## src/rtl/rroc_pkg.sv

```systemverilog
package rroc_pkg;

    localparam int BOX_WIDTH       = 12;
    localparam int TEMP_WIDTH      = 10;
    localparam int CFG_DATA_WIDTH  = 12;
    localparam int CFG_ADDR_WIDTH  = 1;
    localparam int LIMIT_WIDTH     = 24;
    localparam int VERDICT_WIDTH   = 2;
    localparam int OUT_TOTAL_WIDTH = 32;
    localparam int QUEUE_DEPTH     = 8;
    localparam int SETTLE_CYCLES   = 3;
    localparam int SQ_WIDTH        = 2 * BOX_WIDTH;
    localparam int SCALED_WIDTH    = 32;
    localparam int RECIP_WIDTH     = 32;
    localparam int PROD_WIDTH      = SCALED_WIDTH + RECIP_WIDTH;
    // floor(x/1000) == (x * ceil(2^41/1000)) >> 41 for every 32-bit x
    localparam int RECIP_SHIFT     = 41;

    localparam logic [BOX_WIDTH-1:0]   BOX_LENGTH_RESET  = 12'd100;
    localparam logic [TEMP_WIDTH-1:0]  TEMPERATURE_RESET = 10'd1000;
    localparam logic [TEMP_WIDTH-1:0]  TEMP_CAP          = 10'd1000;
    localparam logic [TEMP_WIDTH-1:0]  RATIO_SCALE       = 10'd1000;
    localparam logic [RECIP_WIDTH-1:0] RECIP_1000        = 32'd2199023256;

    typedef enum logic [CFG_ADDR_WIDTH-1:0] {
        REG_BOX_LENGTH  = 1'b0,
        REG_TEMPERATURE = 1'b1
    } t_cfg_reg;

    typedef enum logic [VERDICT_WIDTH-1:0] {
        VERDICT_OK         = 2'd0,
        VERDICT_OUT_OF_BOX = 2'd1,
        VERDICT_TOTAL      = 2'd2,
        VERDICT_RATIO      = 2'd3
    } t_verdict;

    typedef struct packed {
        logic first;
        logic last;
        logic counts;
        logic hit;     // positive-area intersection
        logic oob;     // candidate fails the boundary test
        logic ratio;   // single overlap exceeds temperature ratio
    } t_item_flags;

    localparam int FLAGS_WIDTH = $bits(t_item_flags);

endpackage

```

## src/rtl/rroc_queue.sv

```systemverilog
module rroc_queue #(
    parameter int WIDTH = 8,
    parameter int DEPTH = 8
) (
    input  logic             i_clk,
    input  logic             i_rst_n,
    input  logic             i_push,
    input  logic [WIDTH-1:0] i_push_data,
    input  logic             i_pop,
    output logic             o_empty,
    output logic [WIDTH-1:0] o_head
);

    localparam int AW = (DEPTH > 1) ? $clog2(DEPTH) : 1;
    localparam int CW = $clog2(DEPTH + 1);

    logic [WIDTH-1:0] r_mem [DEPTH];
    logic [AW-1:0]    r_wr_ptr, n_wr_ptr;
    logic [AW-1:0]    r_rd_ptr, n_rd_ptr;
    logic [CW-1:0]    r_count,  n_count;

    always_comb begin
        n_wr_ptr = r_wr_ptr;
        n_rd_ptr = r_rd_ptr;
        n_count  = r_count;
        if (i_push) begin
            n_wr_ptr = (r_wr_ptr == AW'(DEPTH - 1)) ? '0 : r_wr_ptr + 1'b1;
        end
        if (i_pop) begin
            n_rd_ptr = (r_rd_ptr == AW'(DEPTH - 1)) ? '0 : r_rd_ptr + 1'b1;
        end
        if (i_push && !i_pop) begin
            n_count = r_count + 1'b1;
        end else if (i_pop && !i_push) begin
            n_count = r_count - 1'b1;
        end
    end

    always_ff @(posedge i_clk) begin
        if (!i_rst_n) begin
            r_wr_ptr <= '0;
            r_rd_ptr <= '0;
            r_count  <= '0;
        end else begin
            r_wr_ptr <= n_wr_ptr;
            r_rd_ptr <= n_rd_ptr;
            r_count  <= n_count;
        end
    end

    always_ff @(posedge i_clk) begin
        if (i_push) begin
            r_mem[r_wr_ptr] <= i_push_data;
        end
    end

    assign o_empty = (r_count == '0);
    assign o_head  = r_mem[r_rd_ptr];

    a_no_overflow: assert property (@(posedge i_clk) disable iff (!i_rst_n)
        i_push && !i_pop |-> r_count != CW'(DEPTH))
        else $error("queue push while full");

    a_no_underflow: assert property (@(posedge i_clk) disable iff (!i_rst_n)
        i_pop |-> r_count != '0)
        else $error("queue pop while empty");

endmodule

```

## src/rtl/rroc_front.sv

```systemverilog
module rroc_front #(
    parameter int COORD_WIDTH = 12,
    parameter int IN_DATA_WIDTH = 104
) (
    input  logic                                   i_clk,
    input  logic                                   i_rst_n,
    input  logic                                   i_cfg_we,
    input  logic [rroc_pkg::CFG_ADDR_WIDTH-1:0]    i_cfg_addr,
    input  logic [rroc_pkg::CFG_DATA_WIDTH-1:0]    i_cfg_data,
    input  logic                                   i_s_tvalid,
    output logic                                   o_s_tready,
    input  logic [IN_DATA_WIDTH-1:0]               i_s_tdata,
    input  logic [1:0]                             i_s_tuser,
    input  logic                                   i_s_tlast,
    input  logic                                   i_pop,
    output logic                                   o_push,
    output rroc_pkg::t_item_flags                  o_push_flags,
    output logic [2*COORD_WIDTH-1:0]               o_push_area,
    output logic [rroc_pkg::LIMIT_WIDTH-1:0]       o_push_limit
);
    import rroc_pkg::*;

    localparam int C      = COORD_WIDTH;
    localparam int EW     = ((C > BOX_WIDTH) ? C : BOX_WIDTH) + 2;
    localparam int AW     = 2 * C;
    localparam int PW     = AW + TEMP_WIDTH;
    localparam int OFF_CY = C + 1;
    localparam int OFF_CW = 2 * C + 2;
    localparam int OFF_CH = 3 * C + 2;
    localparam int OFF_OX = 4 * C + 2;
    localparam int OFF_OY = 5 * C + 2;
    localparam int OFF_OW = 6 * C + 2;
    localparam int OFF_OH = 7 * C + 2;
    localparam int CRW    = $clog2(QUEUE_DEPTH + 1);
    localparam int STW    = $clog2(SETTLE_CYCLES + 1);

    // configuration and area limit pipeline
    logic [BOX_WIDTH-1:0]    r_box_len;
    logic [TEMP_WIDTH-1:0]   r_temp;
    logic [SQ_WIDTH-1:0]     r_len_sq;
    logic [SCALED_WIDTH-1:0] r_scaled;
    logic [PROD_WIDTH-1:0]   r_prod;
    logic [STW-1:0]          r_settle;
    logic [CRW-1:0]          r_credit, n_credit;
    logic [LIMIT_WIDTH-1:0]  limit_now;
    logic [TEMP_WIDTH-1:0]   tcap_now;
    logic                    accept;

    always_ff @(posedge i_clk) begin
        if (!i_rst_n) begin
            r_box_len <= BOX_LENGTH_RESET;
            r_temp    <= TEMPERATURE_RESET;
        end else if (i_cfg_we) begin
            case (t_cfg_reg'(i_cfg_addr))
                REG_BOX_LENGTH:  r_box_len <= i_cfg_data[BOX_WIDTH-1:0];
                REG_TEMPERATURE: r_temp    <= i_cfg_data[TEMP_WIDTH-1:0];
                default: ;
            endcase
        end
    end

    always_ff @(posedge i_clk) begin
        r_len_sq <= SQ_WIDTH'(r_box_len) * SQ_WIDTH'(r_box_len);
        r_scaled <= SCALED_WIDTH'(r_len_sq[SQ_WIDTH-1:2]) * SCALED_WIDTH'(r_temp);
        r_prod   <= PROD_WIDTH'(r_scaled) * PROD_WIDTH'(RECIP_1000);
    end

    // hold off input until the limit pipeline reflects the current registers
    always_ff @(posedge i_clk) begin
        if (!i_rst_n || i_cfg_we) begin
            r_settle <= STW'(SETTLE_CYCLES);
        end else if (r_settle != '0) begin
            r_settle <= r_settle - 1'b1;
        end
    end

    assign limit_now = LIMIT_WIDTH'(r_prod[PROD_WIDTH-1:RECIP_SHIFT]);
    assign tcap_now  = (r_temp > TEMP_CAP) ? TEMP_CAP : r_temp;

    // one credit per free queue slot not yet claimed by an item in flight
    assign o_s_tready = (r_settle == '0) && (r_credit != '0);
    assign accept     = i_s_tvalid && o_s_tready;

    always_comb begin
        n_credit = r_credit;
        if (accept && !i_pop) begin
            n_credit = r_credit - 1'b1;
        end else if (i_pop && !accept) begin
            n_credit = r_credit + 1'b1;
        end
    end

    always_ff @(posedge i_clk) begin
        if (!i_rst_n) begin
            r_credit <= CRW'(QUEUE_DEPTH);
        end else begin
            r_credit <= n_credit;
        end
    end

    // field unpack and geometry
    logic signed [C:0]    cand_x, cand_y;
    logic [C-1:0]         cand_w, cand_h, other_x, other_y, other_w, other_h;
    logic signed [EW-1:0] cx, cy, cx2, cy2, ox, oy, ox2, oy2, len;
    logic signed [EW-1:0] x1, y1, x2, y2, dx, dy;
    t_item_flags          flags_in;

    always_comb begin
        cand_x  = i_s_tdata[C:0];
        cand_y  = i_s_tdata[OFF_CY +: C + 1];
        cand_w  = i_s_tdata[OFF_CW +: C];
        cand_h  = i_s_tdata[OFF_CH +: C];
        other_x = i_s_tdata[OFF_OX +: C];
        other_y = i_s_tdata[OFF_OY +: C];
        other_w = i_s_tdata[OFF_OW +: C];
        other_h = i_s_tdata[OFF_OH +: C];

        cx  = EW'(cand_x);
        cy  = EW'(cand_y);
        cx2 = cx + signed'(EW'(cand_w));
        cy2 = cy + signed'(EW'(cand_h));
        ox  = signed'(EW'(other_x));
        oy  = signed'(EW'(other_y));
        ox2 = ox + signed'(EW'(other_w));
        oy2 = oy + signed'(EW'(other_h));
        len = signed'(EW'(r_box_len));

        x1 = (cx > ox) ? cx : ox;
        y1 = (cy > oy) ? cy : oy;
        x2 = (cx2 < ox2) ? cx2 : ox2;
        y2 = (cy2 < oy2) ? cy2 : oy2;
        dx = x2 - x1;
        dy = y2 - y1;

        flags_in.first  = i_s_tuser[1];
        flags_in.last   = i_s_tlast;
        flags_in.counts = i_s_tuser[0];
        flags_in.hit    = (x1 < x2) && (y1 < y2);
        flags_in.oob    = cand_x[C] || cand_y[C] || (cx2 > len) || (cy2 > len);
        flags_in.ratio  = 1'b0;
    end

    // stage A: intersection sides
    logic                   r_a_valid;
    t_item_flags            r_a_flags;
    logic [C-1:0]           r_a_dx, r_a_dy, r_a_cw, r_a_ch;
    logic [TEMP_WIDTH-1:0]  r_a_tcap;
    logic [LIMIT_WIDTH-1:0] r_a_limit;
    // stage B: areas
    logic                   r_b_valid;
    t_item_flags            r_b_flags;
    logic [AW-1:0]          r_b_area, r_b_cand;
    logic [TEMP_WIDTH-1:0]  r_b_tcap;
    logic [LIMIT_WIDTH-1:0] r_b_limit;
    // stage C: ratio operands
    logic                   r_c_valid;
    t_item_flags            r_c_flags;
    logic [AW-1:0]          r_c_area;
    logic [PW-1:0]          r_c_scaled, r_c_allow;
    logic [LIMIT_WIDTH-1:0] r_c_limit;

    always_ff @(posedge i_clk) begin
        if (!i_rst_n) begin
            r_a_valid <= 1'b0;
            r_b_valid <= 1'b0;
            r_c_valid <= 1'b0;
        end else begin
            r_a_valid <= accept;
            r_b_valid <= r_a_valid;
            r_c_valid <= r_b_valid;
        end
    end

    always_ff @(posedge i_clk) begin
        r_a_flags  <= flags_in;
        r_a_dx     <= dx[C-1:0];
        r_a_dy     <= dy[C-1:0];
        r_a_cw     <= cand_w;
        r_a_ch     <= cand_h;
        r_a_tcap   <= tcap_now;
        r_a_limit  <= limit_now;

        r_b_flags  <= r_a_flags;
        r_b_area   <= AW'(r_a_dx) * AW'(r_a_dy);
        r_b_cand   <= AW'(r_a_cw) * AW'(r_a_ch);
        r_b_tcap   <= r_a_tcap;
        r_b_limit  <= r_a_limit;

        r_c_flags  <= r_b_flags;
        r_c_area   <= r_b_area;
        r_c_scaled <= PW'(r_b_area) * PW'(RATIO_SCALE);
        r_c_allow  <= PW'(r_b_tcap) * PW'(r_b_cand);
        r_c_limit  <= r_b_limit;
    end

    always_comb begin
        o_push_flags       = r_c_flags;
        o_push_flags.ratio = r_c_scaled > r_c_allow;
    end

    assign o_push       = r_c_valid;
    assign o_push_area  = r_c_area;
    assign o_push_limit = r_c_limit;

    a_credit_bound: assert property (@(posedge i_clk) disable iff (!i_rst_n)
        r_credit <= CRW'(QUEUE_DEPTH))
        else $error("queue credit above depth");

endmodule

```

## src/rtl/rroc_back.sv

```systemverilog
module rroc_back #(
    parameter int COORD_WIDTH = 12,
    parameter int TOTAL_WIDTH = 32
) (
    input  logic                                i_clk,
    input  logic                                i_rst_n,
    input  logic                                i_empty,
    input  rroc_pkg::t_item_flags               i_flags,
    input  logic [2*COORD_WIDTH-1:0]            i_area,
    input  logic [rroc_pkg::LIMIT_WIDTH-1:0]    i_limit,
    output logic                                o_pop,
    output logic                                o_m_tvalid,
    input  logic                                i_m_tready,
    output logic [rroc_pkg::VERDICT_WIDTH-1:0]  o_verdict,
    output logic [rroc_pkg::OUT_TOTAL_WIDTH-1:0] o_total
);
    import rroc_pkg::*;

    localparam int AW  = 2 * COORD_WIDTH;
    localparam int SW  = ((TOTAL_WIDTH > AW) ? TOTAL_WIDTH : AW) + 1;
    localparam int MW  = (TOTAL_WIDTH > LIMIT_WIDTH) ? TOTAL_WIDTH : LIMIT_WIDTH;
    localparam int XW  = (TOTAL_WIDTH > OUT_TOTAL_WIDTH) ? TOTAL_WIDTH : OUT_TOTAL_WIDTH;
    localparam logic [TOTAL_WIDTH-1:0] TOTAL_MAX = {TOTAL_WIDTH{1'b1}};

    logic [TOTAL_WIDTH-1:0] r_total, n_total;
    t_verdict               r_verdict, n_verdict;
    logic [LIMIT_WIDTH-1:0] r_limit, n_limit;
    logic                   r_out_valid;
    t_verdict               r_out_verdict;
    logic [TOTAL_WIDTH-1:0] r_out_total;
    logic [SW-1:0]          sum;
    logic [XW-1:0]          total_ext;

    // a result waiting in the output register only blocks items that would replace it
    assign o_pop = !i_empty && (!i_flags.last || !r_out_valid || i_m_tready);

    always_comb begin
        n_total   = i_flags.first ? '0 : r_total;
        n_limit   = i_flags.first ? i_limit : r_limit;
        n_verdict = r_verdict;
        if (i_flags.first) begin
            n_verdict = i_flags.oob ? VERDICT_OUT_OF_BOX : VERDICT_OK;
        end
        sum = SW'(n_total) + SW'(i_area);
        if (i_flags.counts && i_flags.hit && n_verdict == VERDICT_OK) begin
            n_total = (sum > SW'(TOTAL_MAX)) ? TOTAL_MAX : sum[TOTAL_WIDTH-1:0];
            if (MW'(n_total) > MW'(n_limit)) begin
                n_verdict = VERDICT_TOTAL;
            end else if (i_flags.ratio) begin
                n_verdict = VERDICT_RATIO;
            end
        end
    end

    always_ff @(posedge i_clk) begin
        if (!i_rst_n) begin
            r_total     <= '0;
            r_verdict   <= VERDICT_OK;
            r_limit     <= '0;
            r_out_valid <= 1'b0;
        end else begin
            if (o_pop) begin
                r_total   <= n_total;
                r_verdict <= n_verdict;
                r_limit   <= n_limit;
            end
            if (o_pop && i_flags.last) begin
                r_out_valid <= 1'b1;
            end else if (i_m_tready) begin
                r_out_valid <= 1'b0;
            end
        end
    end

    always_ff @(posedge i_clk) begin
        if (o_pop && i_flags.last) begin
            r_out_verdict <= n_verdict;
            r_out_total   <= n_total;
        end
    end

    assign total_ext  = XW'(r_out_total);
    assign o_m_tvalid = r_out_valid;
    assign o_verdict  = r_out_verdict;
    assign o_total    = total_ext[OUT_TOTAL_WIDTH-1:0];

    a_oob_zero_total: assert property (@(posedge i_clk) disable iff (!i_rst_n)
        r_verdict == VERDICT_OUT_OF_BOX |-> r_total == '0)
        else $error("out-of-box check carries a nonzero total");

    a_rejection_sticks: assert property (@(posedge i_clk) disable iff (!i_rst_n)
        o_pop && !i_flags.first && r_verdict != VERDICT_OK |=>
            $stable(r_verdict) && $stable(r_total))
        else $error("rejected check changed without a new first item");

endmodule

```

## src/rtl/relaxed_rectangle_overlap_check.sv

```systemverilog
// Channel  Dir  Signals                  Content
// s        in   i_s_tvalid/o_s_tready    tdata: cand_x, cand_y, cand_w, cand_h, other_x,
//                                        other_y, other_w, other_h; tuser: other_counts,
//                                        first; tlast: last
// m        out  o_m_tvalid/i_m_tready    tdata: verdict, overlap total
// cfg      in   i_cfg_we                 i_cfg_addr selects box_length or temperature
//
// Takes one transaction per cycle while o_s_tready is high; o_m_tvalid rises once the last
// item has passed the 3 front stages (the first loaded on the edge that accepts it), the
// queue write and the back update into the output register.
// The back loop (saturating add and limit compare) retires one item per cycle unless the
// queue is empty or a last item waits on the stalled output register. After reset and after
// every register write the input holds off while the area limit multiplier chain refills.
// An 8-entry queue with credits separates the two halves; a stalled output register
// only holds the back when the next item is a last item.
module relaxed_rectangle_overlap_check #(
    parameter int COORD_WIDTH = 12,
    parameter int TOTAL_WIDTH = 32
) (
    input  logic                                i_clk,
    input  logic                                i_rst_n,
    input  logic                                i_cfg_we,
    input  logic [rroc_pkg::CFG_ADDR_WIDTH-1:0] i_cfg_addr,
    input  logic [rroc_pkg::CFG_DATA_WIDTH-1:0] i_cfg_data,
    input  logic                                i_s_tvalid,
    output logic                                o_s_tready,
    // cand_x, cand_y, cand_w, cand_h, other_x, other_y, other_w, other_h, zero pad
    input  logic [((8*COORD_WIDTH+2+7)/8)*8-1:0] i_s_tdata,
    // other_counts, first
    input  logic [1:0]                          i_s_tuser,
    input  logic                                i_s_tlast,
    output logic                                o_m_tvalid,
    input  logic                                i_m_tready,
    // verdict, overlap total, zero pad
    output logic [39:0]                         o_m_tdata
);
    import rroc_pkg::*;

    localparam int IN_DATA_WIDTH = ((8 * COORD_WIDTH + 2 + 7) / 8) * 8;
    localparam int AW            = 2 * COORD_WIDTH;
    localparam int QW            = FLAGS_WIDTH + AW + LIMIT_WIDTH;
    localparam int PAD_WIDTH     = 40 - VERDICT_WIDTH - OUT_TOTAL_WIDTH;

    logic                         push, pop, empty;
    t_item_flags                  push_flags;
    logic [AW-1:0]                push_area;
    logic [LIMIT_WIDTH-1:0]       push_limit;
    logic [QW-1:0]                head;
    logic [VERDICT_WIDTH-1:0]     verdict;
    logic [OUT_TOTAL_WIDTH-1:0]   total;

    rroc_front #(
        .COORD_WIDTH   (COORD_WIDTH),
        .IN_DATA_WIDTH (IN_DATA_WIDTH)
    ) u_front (
        .i_clk        (i_clk),
        .i_rst_n      (i_rst_n),
        .i_cfg_we     (i_cfg_we),
        .i_cfg_addr   (i_cfg_addr),
        .i_cfg_data   (i_cfg_data),
        .i_s_tvalid   (i_s_tvalid),
        .o_s_tready   (o_s_tready),
        .i_s_tdata    (i_s_tdata),
        .i_s_tuser    (i_s_tuser),
        .i_s_tlast    (i_s_tlast),
        .i_pop        (pop),
        .o_push       (push),
        .o_push_flags (push_flags),
        .o_push_area  (push_area),
        .o_push_limit (push_limit)
    );

    rroc_queue #(
        .WIDTH (QW),
        .DEPTH (QUEUE_DEPTH)
    ) u_queue (
        .i_clk       (i_clk),
        .i_rst_n     (i_rst_n),
        .i_push      (push),
        .i_push_data ({push_flags, push_area, push_limit}),
        .i_pop       (pop),
        .o_empty     (empty),
        .o_head      (head)
    );

    rroc_back #(
        .COORD_WIDTH (COORD_WIDTH),
        .TOTAL_WIDTH (TOTAL_WIDTH)
    ) u_back (
        .i_clk      (i_clk),
        .i_rst_n    (i_rst_n),
        .i_empty    (empty),
        .i_flags    (t_item_flags'(head[QW-1 -: FLAGS_WIDTH])),
        .i_area     (head[LIMIT_WIDTH +: AW]),
        .i_limit    (head[LIMIT_WIDTH-1:0]),
        .o_pop      (pop),
        .o_m_tvalid (o_m_tvalid),
        .i_m_tready (i_m_tready),
        .o_verdict  (verdict),
        .o_total    (total)
    );

    assign o_m_tdata = {{PAD_WIDTH{1'b0}}, total, verdict};

endmodule
```

## config.mk

```make
export PLATFORM = sky130hd
export DESIGN_NAME = relaxed_rectangle_overlap_check
export DESIGN_NICKNAME = d
export VERILOG_FILES = /design/src/rtl/rroc_pkg.sv /design/src/rtl/rroc_queue.sv /design/src/rtl/rroc_front.sv /design/src/rtl/rroc_back.sv /design/src/rtl/relaxed_rectangle_overlap_check.sv
export SDC_FILE = /design/constraint.sdc
export NUM_CORES = 2
export LEC_CHECK = 0
export ABC_CLOCK_PERIOD_IN_PS = 7100
export BUFFER_PORTS_ARGS = -buffer_cell sky130_fd_sc_hd__buf_2
export CORE_MARGIN = 5
export CORE_UTILIZATION = 40
export CTS_CLUSTER_DIAMETER = 30
export CTS_CLUSTER_SIZE = 24
export DETAILED_ROUTE_END_ITERATION = 10
export GPL_TIMING_DRIVEN = 0
export HOLD_SLACK_MARGIN = 0.02
export PLACE_DENSITY = 0.56
export SLEW_MARGIN = 0
export SYNTH_ARGS = -nofsm -noshare
export SYNTH_HDL_FRONTEND = slang
export SYNTH_SLANG_ARGS = --single-unit
export TNS_END_PERCENT = 20
```

## constraint.sdc

```tcl
create_clock -name i_clk -period 7.1 [get_ports i_clk]
set_input_delay 0.71 -clock i_clk [delete_from_list [all_inputs] [get_ports i_clk]]
set_output_delay 0.71 -clock i_clk [all_outputs]
set_load 0.02 [all_outputs]
```

==> impl_metrics.tcl <==
set metrics [dict create \
    routed_wl_um 196800 \
    mostFrequentLayoutCell "inv_1" \
    tns_ps 0 \
    whs_path_depth 1 \
    yosys_warnings 0 \
    final_cell_mix "inv_1 (1373), ha_1 (1034), fa_1 (1002), nand2_1 (710), edfxtp_1 (458)" \
    grtUsageMet1_pct 26.48 \
    yosys-top-cells-area "fa_1 (25%), edfxtp_1 (17%), ha_1 (16%), dfxtp_1 (11%), inv_1 (6.3%)" \
    drt_pass1_iterations 5 \
    r2r_cells 23 \
    numCtsBuffers 190 \
    grt_overflow_total 0 \
    initial_core_util_pct 40.22 \
    syn_to_final_growth_pct 15.40 \
    dp_slack_ps -1662 \
    layout.cells.non_filler 10850 \
    die_area_um2 212500 \
    clock_sinks 925 \
    die_x_um 461.0 \
    synth_area_um2 81370 \
    hpwl_um 157200 \
    grt_pass1_wl_um 314800 \
    dp_cells 10440 \
    place_area_um2 86020 \
    r2r-start "u_front.r_scaled[20]" \
    ys_types 79 \
    clkSlewWorstSetupHoldPaths_ps 50 \
    hp-start "i_s_tdata[47]" \
    grt_use_met2_pct 30.41 \
    period_needed_ps 6935 \
    end_kind "flop" \
    grt_max_degree 36 \
    core-area_um2 202300 \
    cp_max_fo 7 \
    busiest_layer "met2" \
    netlist_instances 7580 \
    rows 165 \
    cts_tree "yes" \
    synth_ff_type "dfxtp_1" \
    synth_edf_count 458 \
    antenna_left 0 \
    ys_async_sr_fraction_pct 0 \
    finalMaxSlewViolations 0 \
    syn_avg_cell_area_um2 10.73 \
    setup_ws_ps 165.0 \
    clock_skew_ps 90.60 \
    io_pins 167 \
    finalNetCount 10180 \
    max_freq_ghz 0.1442 \
    place_congestion 0.8857 \
    max_cap_violations 0 \
    start_kind "flop" \
    antenna_found_initial 8 \
    reg2reg_to "u_front.r_prod[55]" \
    clk_latency_ps 830 \
    rrSetupSlack_ps 170 \
    setup_violations 0 \
    maxSlewHeadroom_pct 6.714 \
    hold_end "u_front.r_a_ch[9]" \
    grt_util_all_layers_pct 18.73 \
    required_ps 7830 \
    fillerInstances 18660 \
    ctsLongestPathBuffers 3 \
    worst_pin_slew_ps 1399 \
    rsz0062_at_grt "true" \
    grt_pass1_vias 56520 \
    post-route-period-util_pct 97.68 \
    viasPerCell 4.960 \
    dr.first_iter.drc_count 2842 \
    yosysTopAreaCellShare_pct 24.68 \
    post-route-cell-area_um2 93900 \
    cts_max_level 4 \
    wire_per_inst_um 18.14 \
    outcome "complete, no violations" \
    yosys.area.top_type "fa_1" \
    grt_use_met3_pct 2.730 \
    cp.arrival_ps 7670 \
    synth.ff_latch_count 925 \
    io_buffers 153 \
    drive_gt1_share_pct 10.48 \
    drc 0 \
    vias 53830 \
    critical_path_class "reg -> reg" \
    clock-root-buffer "clkbuf_16" \
    finalHoldViolations 0 \
    min_path_type "in -> reg" \
    die_h_um 461.0 \
    startpoint "u_front.r_scaled[20]" \
    seq_area_frac_synth_pct 28.39 \
]
==> layer usage <==
layer / share of wire (%) / vias up
met5: 0 / -
met4: 2.1 / 0
met3: 4.3 / 240
met2: 47 / 1099
met1: 47 / 26960
li1: - / 25530
==> sequential cells by signal, indices dropped and copies added (netlist names), 12 cells and up, named ones only <==
| register | flops |
|---|---|
| u_back.o_total | 32 |
| u_back.r_limit | 24 |
| u_back.r_total | 32 |
| u_front.o_push_area | 24 |
| u_front.o_push_limit | 23 |
| u_front.r_a_ch | 12 |
| u_front.r_a_cw | 12 |
| u_front.r_a_dx | 12 |
| u_front.r_a_dy | 12 |
| u_front.r_a_limit | 23 |
| u_front.r_b_area | 24 |
| u_front.r_b_cand | 24 |
| u_front.r_b_limit | 23 |
| u_front.r_box_len | 12 |
| u_front.r_c_allow | 34 |
| u_front.r_c_scaled | 29 |
| u_front.r_len_sq | 22 |
| u_front.r_prod | 23 |
| u_front.r_scaled | 32 |
| u_queue.r_mem | 424 |
==> cells by family (layout without fill, tap and decap cells) <==
family | after synthesis | in the layout | synth area share [%]
adder cells (fa/ha/maj) | 2040 | 2040 | 40.62
AND/OR/NAND/NOR | 1673 | 1673 | 9.741
buffers and inverters | 1610 | 2200 | 7.486
flip-flops | 925 | 925 | 28.39
AO/OA/AOI/OAI | 868 | 868 | 6.764
XOR/XNOR | 250 | 250 | 2.691
multiplexers | 213 | 213 | 4.298
other | 1 | 11 | 0.004609
==> synth_stat cells (50+ instances only) <==
cell type,instances
inv_1,1373
ha_1,1037
fa_1,1003
nand2_1,711
dfxtp_1,467
edfxtp_1,458
and2_1,373
nor2_1,266
a21oi_1,261
clkbuf_1,194
xnor2_1,181
o21ai_0,174
mux4_2,103
a21o_1,99
o21a_1,71
xor2_1,69
nand3_1,61
nor2b_1,60
mux2i_1,58
mux2_2,50
==> critical path, cell delays in order (launching register included) <==
cell,delay (ps)
dfxtp_4,390
buf_4,160
ha_1,310
fa_2,350
fa_1,550
fa_1,450
fa_1,520
inv_1,60
fa_1,530
inv_1,50
fa_1,520
fa_1,470
ha_4,300
nand2_2,70
nor3_4,250
o21ai_2,110
nor4_4,290
a21oi_4,150
o31ai_4,360
a41oi_2,220
o21ai_2,220
a21oi_2,90
o21bai_1,220
xor2_2,250
==> how the worst max path moves through the flow <==
stage                                 to
global placement    u_queue.r_mem[1][33]
global route          u_front.r_prod[55]
CTS                 u_front.r_a_flags[2]
detailed placement   u_back.o_verdict[1]
floorplan             u_front.r_a_dy[10]
finish                u_front.r_prod[55]
==> area by class of cell <==
type,count,area [um2],share of cell area [%]
clock buffer,241,5140,5.474
antenna,1,2.502,0.002665
timing repair buffer,235,1647,1.754
inverter,1379,5187,5.525
sequential,925,23200,24.71
clock inverter,118,1849,1.969
multi-input combinational,5054,52530,55.95
tap,2672,3343,3.561
buffer,227,993.5,1.058
==> stage by stage <==
step | hold WS (ps) | util [%]
2_1_floorplan | 309.6 | -
3_3_place_gp | 310.9 | 42.27
3_5_place_dp | 312.1 | 42.52
4_1_cts | 23.17 | 46.20
5_1_grt | 37.14 | 46.41
6_report | 88.03 | 46.41
==> what timing repair did <==
action,in CTS,in global routing
setup buffers,26,26
hold endpoints to repair,3,0
gates cloned,0,0
resized for setup,96,70
pin swaps,4,12
hold buffers,3,0
endpoints found under the setup margin,33,28
Power is left out: the tool's default activity adds up to more than one toggle a clock period on the data nets, which glitch-free logic cannot reach.
